`config.mk`:
```
export PLATFORM = sky130hd
export DESIGN_NAME = cva_cell
export DESIGN_NICKNAME = d
export VERILOG_FILES = /design/src/hdl/cva_pkg.sv /design/src/hdl/cva_cell.sv
export SDC_FILE = /design/constraint.sdc
export NUM_CORES = 1
export LEC_CHECK = 0
export BUFFER_PORTS_ARGS = -buffer_cell sky130_fd_sc_hd__buf_2
export CAP_MARGIN = 20
export CORE_MARGIN = 10
export CORE_UTILIZATION = 23
export DETAILED_ROUTE_END_ITERATION = 10
export PLACE_DENSITY = 0.43
export SYNTH_ARGS = -nofsm -noshare
export SYNTH_HDL_FRONTEND = slang
export SYNTH_SLANG_ARGS = --single-unit
```
`constraint.sdc`:
```
create_clock -name clk -period 3.66 [get_ports clk]
set_input_delay 0.183 -clock clk [delete_from_list [all_inputs] [get_ports clk]]
set_output_delay 0.183 -clock clk [all_outputs]
set_load 0.05 [all_outputs]
```
`src/hdl/cva_pkg.sv`:
```
// ----------------------------------------------------------------------------
// cva_pkg: shared definitions for the CORDIC vectoring arctangent
// Fixed-point widths, the arctangent table and the data bundle that is passed
// from one iteration cell to the next.
// ----------------------------------------------------------------------------
package cva_pkg;

    localparam int ITERATIONS = 16;
    localparam int FRAC_BITS  = 20;
    localparam int IO_FRAC    = 20;
    localparam int TABLE_FRAC = 30;
    localparam int TABLE_LEN  = 24;
    localparam int FIELD_BITS = 22;

    // Steps beyond the length of the angle table are not performed.
    localparam int NUM_CELLS = (ITERATIONS < TABLE_LEN) ? ITERATIONS : TABLE_LEN;
    localparam int SH_W      = $clog2(NUM_CELLS);

    // Coordinates grow by the CORDIC gain (about 1.65) on top of a magnitude
    // of up to twice full scale, so four integer bits and a sign suffice.
    localparam int XY_W = (FRAC_BITS >= IO_FRAC) ? FRAC_BITS + 5 : 25;
    // The angle stays below two radians in magnitude.
    localparam int Z_W  = FRAC_BITS + 3;

    localparam int IN_DATA_W  = ((2 * FIELD_BITS + 7) / 8) * 8;
    localparam int OUT_DATA_W = ((FIELD_BITS + 7) / 8) * 8;

    // atan(2^-i) in Q30, truncated
    localparam logic [31:0] ATAN_Q30 [TABLE_LEN] = '{
        32'h3243F6A8, 32'h1DAC6705, 32'h0FADBAFC, 32'h07F56EA6,
        32'h03FEAB76, 32'h01FFD55B, 32'h00FFFAAA, 32'h007FFF55,
        32'h003FFFEA, 32'h001FFFFD, 32'h000FFFFF, 32'h0007FFFF,
        32'h0003FFFF, 32'h0001FFFF, 32'h0000FFFF, 32'h00007FFF,
        32'h00003FFF, 32'h00001FFF, 32'h00000FFF, 32'h000007FF,
        32'h000003FF, 32'h000001FF, 32'h000000FF, 32'h0000007F
    };

    localparam int TABLE_SHIFT = TABLE_FRAC - FRAC_BITS;

    typedef logic signed [XY_W-1:0] cva_xy_t;
    typedef logic signed [Z_W-1:0]  cva_z_t;

    typedef struct packed {
        cva_xy_t x;
        cva_xy_t y;
        cva_z_t  z;
    } cva_vec_t;

    // Table entry scaled to the internal format, rounding half up.
    function automatic cva_z_t atan_entry(input int idx);
        logic [63:0] t;
        t = {32'd0, ATAN_Q30[idx]};
        if (TABLE_SHIFT > 0)
        begin
            t = (t + (64'd1 << (TABLE_SHIFT - 1))) >> TABLE_SHIFT;
        end
        return t[Z_W-1:0];
    endfunction

endpackage

```
`src/hdl/cva_cell.sv`:
```
// ----------------------------------------------------------------------------
// cva_cell: one CORDIC vectoring iteration
// Rotates the incoming vector towards the x axis by atan(2^-shift) and registers
// the result, with an elastic valid/ready link on either side.
// ----------------------------------------------------------------------------
module cva_cell (
    input  logic                     clk,
    input  logic                     rst_n,
    input  logic                     in_valid,
    output logic                     in_ready,
    input  cva_pkg::cva_vec_t        in_data,
    input  logic [cva_pkg::SH_W-1:0] shift,
    input  cva_pkg::cva_z_t          angle_step,
    output logic                     out_valid,
    input  logic                     out_ready,
    output cva_pkg::cva_vec_t        out_data
);
    import cva_pkg::*;

    logic     valid_reg;
    logic     valid_next;
    cva_vec_t data_reg;
    cva_vec_t data_next;
    cva_xy_t  x_cur;
    cva_xy_t  y_cur;
    cva_z_t   z_cur;
    cva_xy_t  dx;
    cva_xy_t  dy;

    assign in_ready = !valid_reg || out_ready;

    always_comb
    begin
        x_cur = in_data.x;
        y_cur = in_data.y;
        z_cur = in_data.z;
        dx    = y_cur >>> shift;
        dy    = x_cur >>> shift;
        if (y_cur < 0)
        begin
            data_next.x = x_cur - dx;
            data_next.y = y_cur + dy;
            data_next.z = z_cur - angle_step;
        end
        else
        begin
            data_next.x = x_cur + dx;
            data_next.y = y_cur - dy;
            data_next.z = z_cur + angle_step;
        end
        valid_next = in_ready ? in_valid : valid_reg;
    end

    always_ff @(posedge clk or negedge rst_n)
    begin
        if (!rst_n)
        begin
            valid_reg <= 1'b0;
        end
        else
        begin
            valid_reg <= valid_next;
        end
    end

    always_ff @(posedge clk)
    begin
        if (in_ready && in_valid)
        begin
            data_reg <= data_next;
        end
    end

    assign out_valid = valid_reg;
    assign out_data  = data_reg;

endmodule

```
==> summary.txt, run 1 <==
Outcome
  – Status: finished, violations left
  – Failing checks: negative setup slack

Global routing
  – Global route overflow: 0
  – First-pass GRT wire length: about 60 mm
  – Vias in the first global route: around 10000
  – Largest net degree at the start of global routing: 47
  – Initial antenna violation count: 0
  – Gr usage total: 14.9%

Logic synthesis
  – Register area share after synthesis: 22.9%
  – Main combinational cell family by area after synthesis: compound AO/OA/AOI/OAI gates
  – Post-Syn Nets: 1257
  – Area contributors post-synth: edfxtp_1 23%, ha_1 9.5%, mux4_2 8.8%
  – Prevailing post-synth register cell: edfxtp_1
  – Adder-cell share of the synthesized area: 10.2%
  – Post-synth top area share: roughly 23%
  – Post-synth EDFFs: 73
  – Yosys warns: 0
  – Post-synth cell types: 80
  – Yosys reg bits: 74
  – Yosys top cell by area: edfxtp_1
  – Synth Area per Inst: 9.01 sq um
  – Ys async rst share: 1.35%
  – Compound-Gate Fraction of Synth Area: 19.7%
  – Multiplexer share of the synthesized area: between 15 and 20%
  – Synth Area in Simple Gates: 15.7%
  – XOR/XNOR Fraction of Synth Area: 10.9%
  – Mapped Cells: 1076
  – Synth Cell Area: about 0.0097 sq mm

Timing
  – Worst relative slew slack: a little over 70%
  – Clock skew: 5.66 ps
  – Minimum clock period: 4260 ps
  – Slew Limit Fails: 0
  – Final period util: 116%
  – Setup violations, final: 22
  – Worst-Margin Slew: 424 ps
  – Peak Freq: 0.235 GHz
  – Post-Route Setup TNS: -6320 ps
  – Final hold vios: 0
  – Setup ws final: -602 ps
  – RSZ-0062 raised after global routing: yes

Drt
  – Vias after detailed routing: 10200
  – Vias per cell: 4.70
  – Starting DRC count in detailed routing: 422
  – First drt pass iteration count: 5
  – Final wirelength: 38.0 mm
  – Remaining DRCs: 0
  – Detail Route Antenna Nets: 0
  – Wire length per cell: 17.5 um

Clocking
  – Worst skew pair latency: 370 ps
  – Num CTS Buffers: 9
  – Clock Tree Root: clkbuf_16
  – CTS tree: yes
  – H-tree depth: 3
  – Clk sinks: 74
  – Worst-path clk slew: 60 ps
  – Max Buffers Root-to-Sink: 2

Job
  – Max-cap violations: 0

Place
  – Dpl cells: 2126
  – Routability congestion estimate: 0.886
  – Buffers on Ports: 178
  – Post-DP HPWL: between 30 and 40 mm

Floorplan
  – Rows: 75
  – Ports: 179
  – Core Area: between 0.04 and 0.05 sq mm
  – Starting density of the core: 23.2%
  – Die W: 225 um
  – Die H: between 200 and 250 um
  – Die area: 0.0508 sq mm

Critical path
  – CP max FO: 8
  – CP Launch Type: input pin
  – Setup CP Type: in2reg
  – Critical Path AT: 4380 ps
  – Crit end category: flop
  – CP required: 3780 ps

Final layout
  – Layout cell share with drive strength beyond 1: 47.9%
  – Most frequent cells in the layout: 387 x buf_4, 175 x buf_2, 98 x nand2_1
  – Most common cell after layout, fill and taps aside: buf_4
  – Antenna diode count: 0
  – Fill count: 4374
  – Post-Layout Cell Count: 2173
  – Area delta synth->final: 55.8%
  – Final nets: 1810

Power and ir drop
  – Worst vdd ir: 200 uV
  – Pwr/cell area: 373 mW/mm^2
  – Leakage Power: 6.78 nW
  – Total Power: between 5 and 6 mW

Hold path
  – Worst Hold Class: in2async
==> routing by layer <==
metal | share of wire, % | vias up | track usage, %
met1 | 44 | 4882 | 18.0
met3 | 4.5 | 18 | 3.25
met5 | 0 | - | 0
li1 | - | 5127 | -
met4 | 0.90 | 0 | 2.77
met2 | 51 | 182 | 26.6
==> flip-flops by register name, summed over array words and instances (netlist names) <==
register,cells
out_data,73
out_valid,1
==> cells in the mapped netlist (10+ instances only) <==
master    number
nand2_1      105
nor2b_1       10
edfxtp_1      73
buf_6         10
mux2i_1       29
nor3_1        19
nor2_1        80
o211ai_1      13
a31oi_1       23
o21a_1        18
a21oi_1      107
clkbuf_1      20
o21ai_0       48
a211oi_1      10
ha_1          74
inv_1         48
mux4_2        38
and3_1        16
o21bai_1      11
mux2_2        17
xor2_1        32
nand3_1       28
xnor2_1       89
a21o_1        22
==> per-stage QoR <==
stage | instance area, sq um | utilization [%] | setup WS [ps] | hold slack [ps]
detailed placement | 14000 | 33.4 | -1300 | -40.1
finish | 15100 | 36.1 | -602 | 117
global placement | 14000 | 33.4 | -1290 | -41.4
CTS | 14700 | 35.2 | -481 | 74.8
floorplan | 9860 | - | -882 | -113
global route | 15100 | 36.1 | -753 | 82.2
==> worst max-delay path: stages <==
cell and delay [ps]:
buf_12 110, mux4_2 520, mux2_4 290, or3_4 420, a21oi_4 190, nand2_2 80
nor2_2 90, nor2_1 50, xor2_1 170, ha_1 330, buf_6 150, a21oi_4 140
o21ai_2 70, o41a_1 390, a221o_1 420, a311oi_2 390, o21ai_1 130, a21oi_1 160
xnor2_1 90
==> what timing repair did <==
item,4_1_cts,5_1_grt
setup endpoints to repair,29,30
setup buffers,23,11
hold buffers,2,0
resized for setup,73,73
pin swaps,54,68
gates cloned,0,0
hold endpoints to repair,2,0
==> logic make-up (layout without fill, tap and decap cells) <==
kind of cell | after synthesis | count (layout)
buffers and inverters | 95 | 653
muxes | 92 | 92
adders and majority gates | 77 | 77
xor gates and xnor gates | 121 | 121
and+or+nand+nor | 315 | 315
AOI/OAI and AO/OA | 302 | 302
DFF | 74 | 74
==> power by group <==
group / switching [mW] / internal (mW) / total, mW
logic: 1.95 / 1.65 / 3.59
clock network: 0.378 / 0.456 / 0.834
registers: 0.0369 / 1.18 / 1.21
==> final timing paths <==
path | start | end | slack, ps | depth (start not counted)
setup / recovery | shift[1] | out_data[72] | -600 | 19
hold / removal | rst_n | out_valid | 120 | 2
setup reg to reg | out_valid | out_data[51] | 1970 | 3
hold reg to reg | out_valid | out_valid | 550 | 2
max in group asynchronous | rst_n | out_valid | 3460 | 2
min in group clk | out_ready | out_valid | 120 | 3
==> layout make-up <==
cell class	instances	area (sq um)	area share (%)
Clock buffer	13	240	1.59
Sequential cell	74	2220	14.7
Inverter	49	184	1.22
Timing Repair Buffer	588	4140	27.4
Clock inverter	3	16.3	0.108
Multi-Input combinational cell	907	7640	50.6
Tap cell	539	674	4.46
No activity file was read; power rests on OpenSTA's default activity.
==> inputs of run 2 (changes only) <==
--- a/config.mk
+++ b/config.mk
@@ -5,12 +5,12 @@
 export SDC_FILE = /design/constraint.sdc
 export NUM_CORES = 1
 export LEC_CHECK = 0
-export BUFFER_PORTS_ARGS = -buffer_cell sky130_fd_sc_hd__buf_2
 export CAP_MARGIN = 20
 export CORE_MARGIN = 10
 export CORE_UTILIZATION = 23
 export DETAILED_ROUTE_END_ITERATION = 10
-export PLACE_DENSITY = 0.43
+export DONT_BUFFER_PORTS = 1
+export PLACE_DENSITY = 0.39
 export SYNTH_ARGS = -nofsm -noshare
 export SYNTH_HDL_FRONTEND = slang
 export SYNTH_SLANG_ARGS = --single-unit
==> summary.txt, run 2 (same netlist as run 1, synthesis figures left out) <==
Floorplan
  – Rows: 75
  – Ports: 179
  – Core Area: 0.0419 sq mm
  – Die H: 225 um
  – Die area: 0.0508 sq mm
  – Starting density of the core: a little under a quarter
  – Die W: 225 um

Critical path
  – Setup CP Type: in2reg
  – CP Launch Type: input pin
  – Crit end category: flop
  – Crit path cell chain: mux4_2 > mux2_4 > or3_4 > buf_6 > a211oi_4 > a21oi_2 > xor2_1 > ha_1 > nand3_2 > a21oi_2 > a21o_1 > o41a_1 > a221o_1 > a311oi_4 > o21ai_1 > a21oi_1 > xnor2_1
  – CP peak stage delay: 520 ps
  – CP required: 3790 ps
  – Crit Reg-Reg Endpoint: out_data[41]
  – Worst Reg2Reg Path Length in Cells: 3
  – Critical Path AT: 4230 ps
  – Worst path most repeated cell: a21oi_2
  – Crit path max-delay family: compound AO/OA/AOI/OAI gates
  – Beginning of the worst register-to-register path: out_valid
  – Slowest stage cell, crit path: mux4_2
  – R2r setup slk: 1530 ps
  – CP max FO: 63
  – Buf+Inv Stages, Crit Path: 1

Place
  – Dpl cells: 1839
  – Post-DP HPWL: 28.5 mm
  – Routability congestion estimate: around 0.84
  – Worst slack, placed: -1060 ps
  – Buffers on Ports: 0

Job
  – Max-cap violations: 0

Final layout
  – Most frequent cells in the layout: 282 x buf_4, 102 x nand2_1, 85 x xnor2_1
  – Area delta synth->final: 35.5%
  – Layout cell share with drive strength beyond 1: between 30% and 40%
  – Most common cell after layout, fill and taps aside: buf_4
  – Post-Layout Cell Count: 1882
  – Max reg flops: between 70 and 80
  – Antenna diode count: 0
  – Final nets: 1519

Timing
  – RSZ-0062 raised after global routing: yes
  – Peak Freq: 0.244 GHz
  – Setup ws final: -440 ps
  – Setup violations, final: 18
  – Final period util: 112%
  – Slew Limit Fails: 0
  – Final hold vios: 0
  – Post-Route Setup TNS: -3820 ps
  – Worst-Margin Slew: 592 ps
  – Clock skew: 7.32 ps
  – Minimum clock period: a little over 4000 ps
  – Worst relative slew slack: around 61%

Global routing
  – Vias in the first global route: 9140
  – Initial antenna violation count: 0
  – Gr usage total: 14.1%
  – Largest net degree at the start of global routing: 76
  – First-pass GRT wire length: 54.4 mm
  – Global route overflow: 0

Hold path
  – Hold path endpoint: out_data[1]
  – WHS Path Cells: 1
  – Hold path start: in_data[1]
  – Worst Hold Class: in2reg

Clocking
  – Clk sinks: 74
  – Max Buffers Root-to-Sink: 2
  – Worst skew pair latency: 390 ps
  – CTS tree: yes
  – H-tree depth: 3
  – Num CTS Buffers: 9
  – Worst-path clk slew: 70 ps
  – Clock Tree Root: clkbuf_16

Drt
  – Final wirelength: 36.2 mm
  – DR WL met3: about 2.2 mm
  – Detail Route Antenna Nets: 0
  – Vias after detailed routing: 9170
  – Vias per cell: 4.87
  – Starting DRC count in detailed routing: 560
  – First drt pass iteration count: 5
  – Top Metal Used: met4
  – WL met2: 18.2 mm
  – Wire length per cell: 19.2 um
  – Wl on met1: 15.3 mm
  – Remaining DRCs: 0

Power and ir drop
  – Int Power: 3.18 mW
  – Worst vdd ir: 207 uV
  – Sw Share: between 40% and 50%
  – Pwr/cell area: 407 mW/mm^2
  – Part of the power in registers: 33.0%
  – Clk pwr share: around a fifth
  – Logic pwr share: approximately half
  – Leakage Power: 5.50 nW
  – Total Power: 5.35 mW
  – Sw power: between 2 and 2.5 mW

Outcome
  – Status: finished, violations left
  – Failing checks: negative setup slack
## run 2: how the worst max path moves through the flow
stage	start	to	slack, ps	cells past startpoint
final	shift[1]	out_data[72]	-440	17
after global routing	shift[1]	out_data[72]	-550	17
after CTS	shift[1]	out_data[70]	-410	17
after detailed placement	shift[1]	out_data[72]	-1060	16
after global placement	shift[1]	out_data[47]	-990	20
after floorplan	shift[1]	out_data[72]	-880	23
## run 2: worst register-to-register path, stage by stage (launching register included)
cell and delay [ps]:
dfrtp_1 560, nand2b_1 540, and2_4 260, buf_12 350
## run 2: final cells by class
| type | instances | area, sq um |
|---|---|---|
| multi-input cells | 907 | 7460 |
| repair buffers | 297 | 2290 |
| well taps | 539 | 674 |
| flip-flops and latches | 74 | 2220 |
| fillers | 4391 | 28700 |
| inverters | 49 | 184 |
| clock inverters | 5 | 78.8 |
| clock buffers | 11 | 233 |
## run 2: per-stage QoR
stage                     hold slack (ps)  util, %  instance area (sq um)
final                                53.9     31.4                  13100
after global placement               -113     29.2                  12200
after floorplan                      -113        -                   9860
after global routing                 34.6     31.4                  13100
after CTS                            26.7     30.6                  12800
after detailed placement             -113     29.2                  12200
## run 2: power by group through the flow
stage | registers, mW | clock network (mW) | logic [mW]
floorplan | 1.74 | 0 | 1.53
global placement | 1.80 | 0 | 2.36
detailed placement | 1.80 | 0 | 2.36
CTS | 1.78 | 1.08 | 2.46
global route | 1.78 | 1.10 | 2.86
finish | 1.76 | 1.01 | 2.58
## run 2: timing repair
item / CTS / global route
gates resized for setup: 34 / 58
hold buffers: 4 / 0
endpoints found under the setup margin: 22 / 26
buffers inserted: 14 / 12
pin swaps: 44 / 33
hold endpoints to repair: 3 / 0
## run 2: metal layers
metal  global-route usage (%)  vias up
li1                         -     4546
met1                     16.7     4395
met2                     24.6      207
met3                     4.03       22
met4                     3.12        0
met5                        0        -
==> inputs of run 3 (changes only) <==
--- a/config.mk
+++ b/config.mk
@@ -5,6 +5,7 @@
 export SDC_FILE = /design/constraint.sdc
 export NUM_CORES = 1
 export LEC_CHECK = 0
+export ABC_AREA = 1
 export CAP_MARGIN = 20
 export CORE_MARGIN = 10
 export CORE_UTILIZATION = 23
==> summary.txt, run 3 <==
Final layout
  – Most frequent cells in the layout: 429 x nand2_1, 254 x nand3_1, 137 x inv_1
  – Max reg flops: 73
  – Final core occ: 27.0%
  – Antenna diode count: 0
  – Layout cell share with drive strength beyond 1: 11.4%
  – Post-route cell area: 0.0116 sq mm
  – Area delta synth->final: 15.9%
  – Final nets: 1763
  – Most common cell after layout, fill and taps aside: nand2_1

Power and ir drop
  – Logic pwr share: 43.4%
  – Total Power: 4.81 mW
  – Leakage Power: about 5.5 nW
  – Sw power: approximately 2.2 mW
  – Pwr/cell area: roughly 420 mW/mm^2
  – Part of the power in registers: 36.6%
  – Sw Share: 46.7%
  – Worst vdd ir: roughly 220 uV
  – Int Power: about 2.6 mW
  – Clk pwr share: 20.0%

Outcome
  – Status: finished, final reports clean

Hold path
  – Worst Hold Class: in2reg

Logic synthesis
  – Multiplexer share of the synthesized area: 0%
  – Yosys warns: 0
  – Area contributors post-synth: edfxtp_1 22%, nand2_1 16%, nand3_1 13%
  – Yosys top cell by area: edfxtp_1
  – Yosys reg bits: 74
  – Most common cell in the netlist: nand2_1
  – Synth Area per Inst: 6.55 sq um
  – Adder-cell share of the synthesized area: just under 10%
  – XOR/XNOR Fraction of Synth Area: 10.1%
  – Main combinational cell family by area after synthesis: simple AND/OR/NAND/NOR gates
  – Prevailing post-synth register cell: edfxtp_1
  – Register area share after synthesis: 22.2%
  – Compound-Gate Fraction of Synth Area: 11.3%
  – Synth top cells by count: 429 x nand2_1, 254 x nand3_1, 137 x inv_1
  – Post-synth cell types: 41
  – Mapped Cells: approximately 1500
  – Ys async rst share: 1.35%
  – Post-synth top area share: 21.9%
  – Post-synth EDFFs: 73
  – Synth Area in Simple Gates: 38.2%
  – Synth Cell Area: 0.00999 sq mm
  – Post-Syn Nets: 1707

Floorplan
  – Starting density of the core: 23.3%
  – Die W: 228 um
  – Ports: ~180
  – Die area: between 0.05 and 0.06 sq mm
  – Die H: 228 um
  – Rows: 76
  – Core Area: 0.0430 sq mm

Global routing
  – Global route overflow: 0
  – Gr usage total: between 10% and 20%
  – First-pass GRT wire length: 59.8 mm
  – Initial antenna violation count: 0
  – Largest net degree at the start of global routing: 51
  – GR Layer Usage met3: 4.60%
  – Vias in the first global route: 9794
  – Gr busiest metal: met2
  – Met2 Usage GRT: between 20% and 30%
  – Met1 GRT Util: between 10% and 20%

Timing
  – Final period util: 90.0%
  – RSZ-0062 raised after global routing: no
  – Worst-Margin Slew: slightly below 600 ps
  – Final hold vios: 0
  – Setup violations, final: 0
  – Clock skew: 9.34 ps
  – Minimum clock period: 3300 ps
  – Peak Freq: just over 0.3 GHz
  – Worst relative slew slack: ~61%
  – Slew Limit Fails: 0

Drt
  – Vias after detailed routing: 10100
  – Final wirelength: 39.4 mm
  – Vias per cell: 4.66
  – First drt pass iteration count: 5
  – Wire length per cell: 18.2 um
  – Detail Route Antenna Nets: 0
  – Starting DRC count in detailed routing: 611
  – Remaining DRCs: 0

Clocking
  – Clk sinks: 74
  – Clock Tree Root: clkbuf_16
  – Worst skew pair latency: 390 ps
  – Worst-path clk slew: 70 ps
  – Post-CTS Setup Inserts: 0
  – CTS tree: yes
  – Max Buffers Root-to-Sink: 2
  – H-tree depth: 3
  – Num CTS Buffers: 9

Critical path
  – Setup CP Type: in2reg
  – Crit Reg-Reg Endpoint: out_data[31]
  – Beginning of the worst register-to-register path: out_valid
  – Critical Path AT: roughly 3400 ps
  – CP Launch Point: shift[0]
  – Worst Reg2Reg Path Length in Cells: 2
  – CP max FO: 50
  – Setup crit end: out_data[43]
  – CP Launch Type: input pin
  – Crit end category: flop
  – R2r setup slk: 1770 ps
  – CP required: about 3800 ps

Place
  – Routability congestion estimate: ~0.89
  – Placed inst area: 0.0112 sq mm
  – Post-DP HPWL: 33.1 mm
  – Buffers on Ports: 0

Job
  – Max-cap violations: 0
==> run 3: cell types whose count changed in the layout (fill, tap and decap cells not counted), sizes merged, moves of 51 or more <==
cell	delta
buf	-202
inv	+104
nand2	+348
nand3	+233
xnor2	-57
xor2	+51
==> run 3: stage by stage <==
stage / hold slack (ps) / setup WS (ps) / TNS, ps / cells
2_1_floorplan: -113 / 244 / 0 / 1526
3_3_place_gp: -113 / -81.2 / -204 / 2152
3_5_place_dp: -113 / -112 / -219 / 2152
4_1_cts: 16.4 / 314 / 0 / 2172
5_1_grt: 36.4 / 36.5 / 0 / 2172
6_report: 48.3 / 365 / 0 / 2172
==> run 3: power by group through the flow <==
stage	registers [mW]	logic [mW]	clock network [mW]
after floorplan	1.75	1.46	0
after global placement	1.79	2.09	0
after detailed placement	1.79	2.09	0
after CTS	1.78	2.11	1.02
after global routing	1.78	2.37	1.05
final	1.76	2.09	0.959
==> run 3: worst max-delay path: stages <==
cell and delay (ps):
inv_2 60, buf_12 150, nand2_1 80, nand3_1 90
nand3_1 100, nand2_1 110, o21ai_2 160, ha_1 200
nand2_1 80, nor2_2 120, nand2_2 100, o21ai_1 170
xor2_1 200, inv_1 80, ha_1 370, nand2_1 100
nor4_1 360, buf_4 180, a21oi_1 80, o21bai_1 200
nand3_1 90, nand2_1 90, xor2_1 60
==> run 3: layout make-up <==
cell class	instances	area, sq um
Multi-Input combinational cell	1251	6950
Clock inverter	7	77.6
Fill cell	4833	31400
Tap cell	585	732
Sequential cell	74	2220
Timing Repair Buffer	95	811
Inverter	151	567
Clock buffer	9	225
==> run 3: timing repair <==
action / CTS / global route
hold buffers: 4 / 0
resized for setup: 0 / 1
hold endpoints to repair: 3 / 0
endpoints found under the setup margin: 0 / 2
==> run 3: worst min-delay path by stage <==
stage / from / end / slack [ps] / depth (start not counted)
floorplan: rst_n / out_valid / -110 / 0
global placement: rst_n / out_valid / -110 / 0
detailed placement: rst_n / out_valid / -110 / 0
CTS: in_data[1] / out_data[1] / 20 / 1
global route: in_data[1] / out_data[1] / 40 / 1
finish: in_data[1] / out_data[1] / 50 / 1
==> run 3: per-layer routing <==
layer  routed length, um  share of wire (%)
met2               18500                 47
met3                2740                6.9
met1               17500                 44
met5                   0                  0
met4                 753                1.9
==> run 3: cell families after synthesis <==
family,count (synthesis)
AND/OR/NAND/NOR,862
buffers and inverters,201
AO/OA/AOI/OAI,197
XOR/XNOR,115
adder cells (fa/ha/maj),77
flip-flops,74
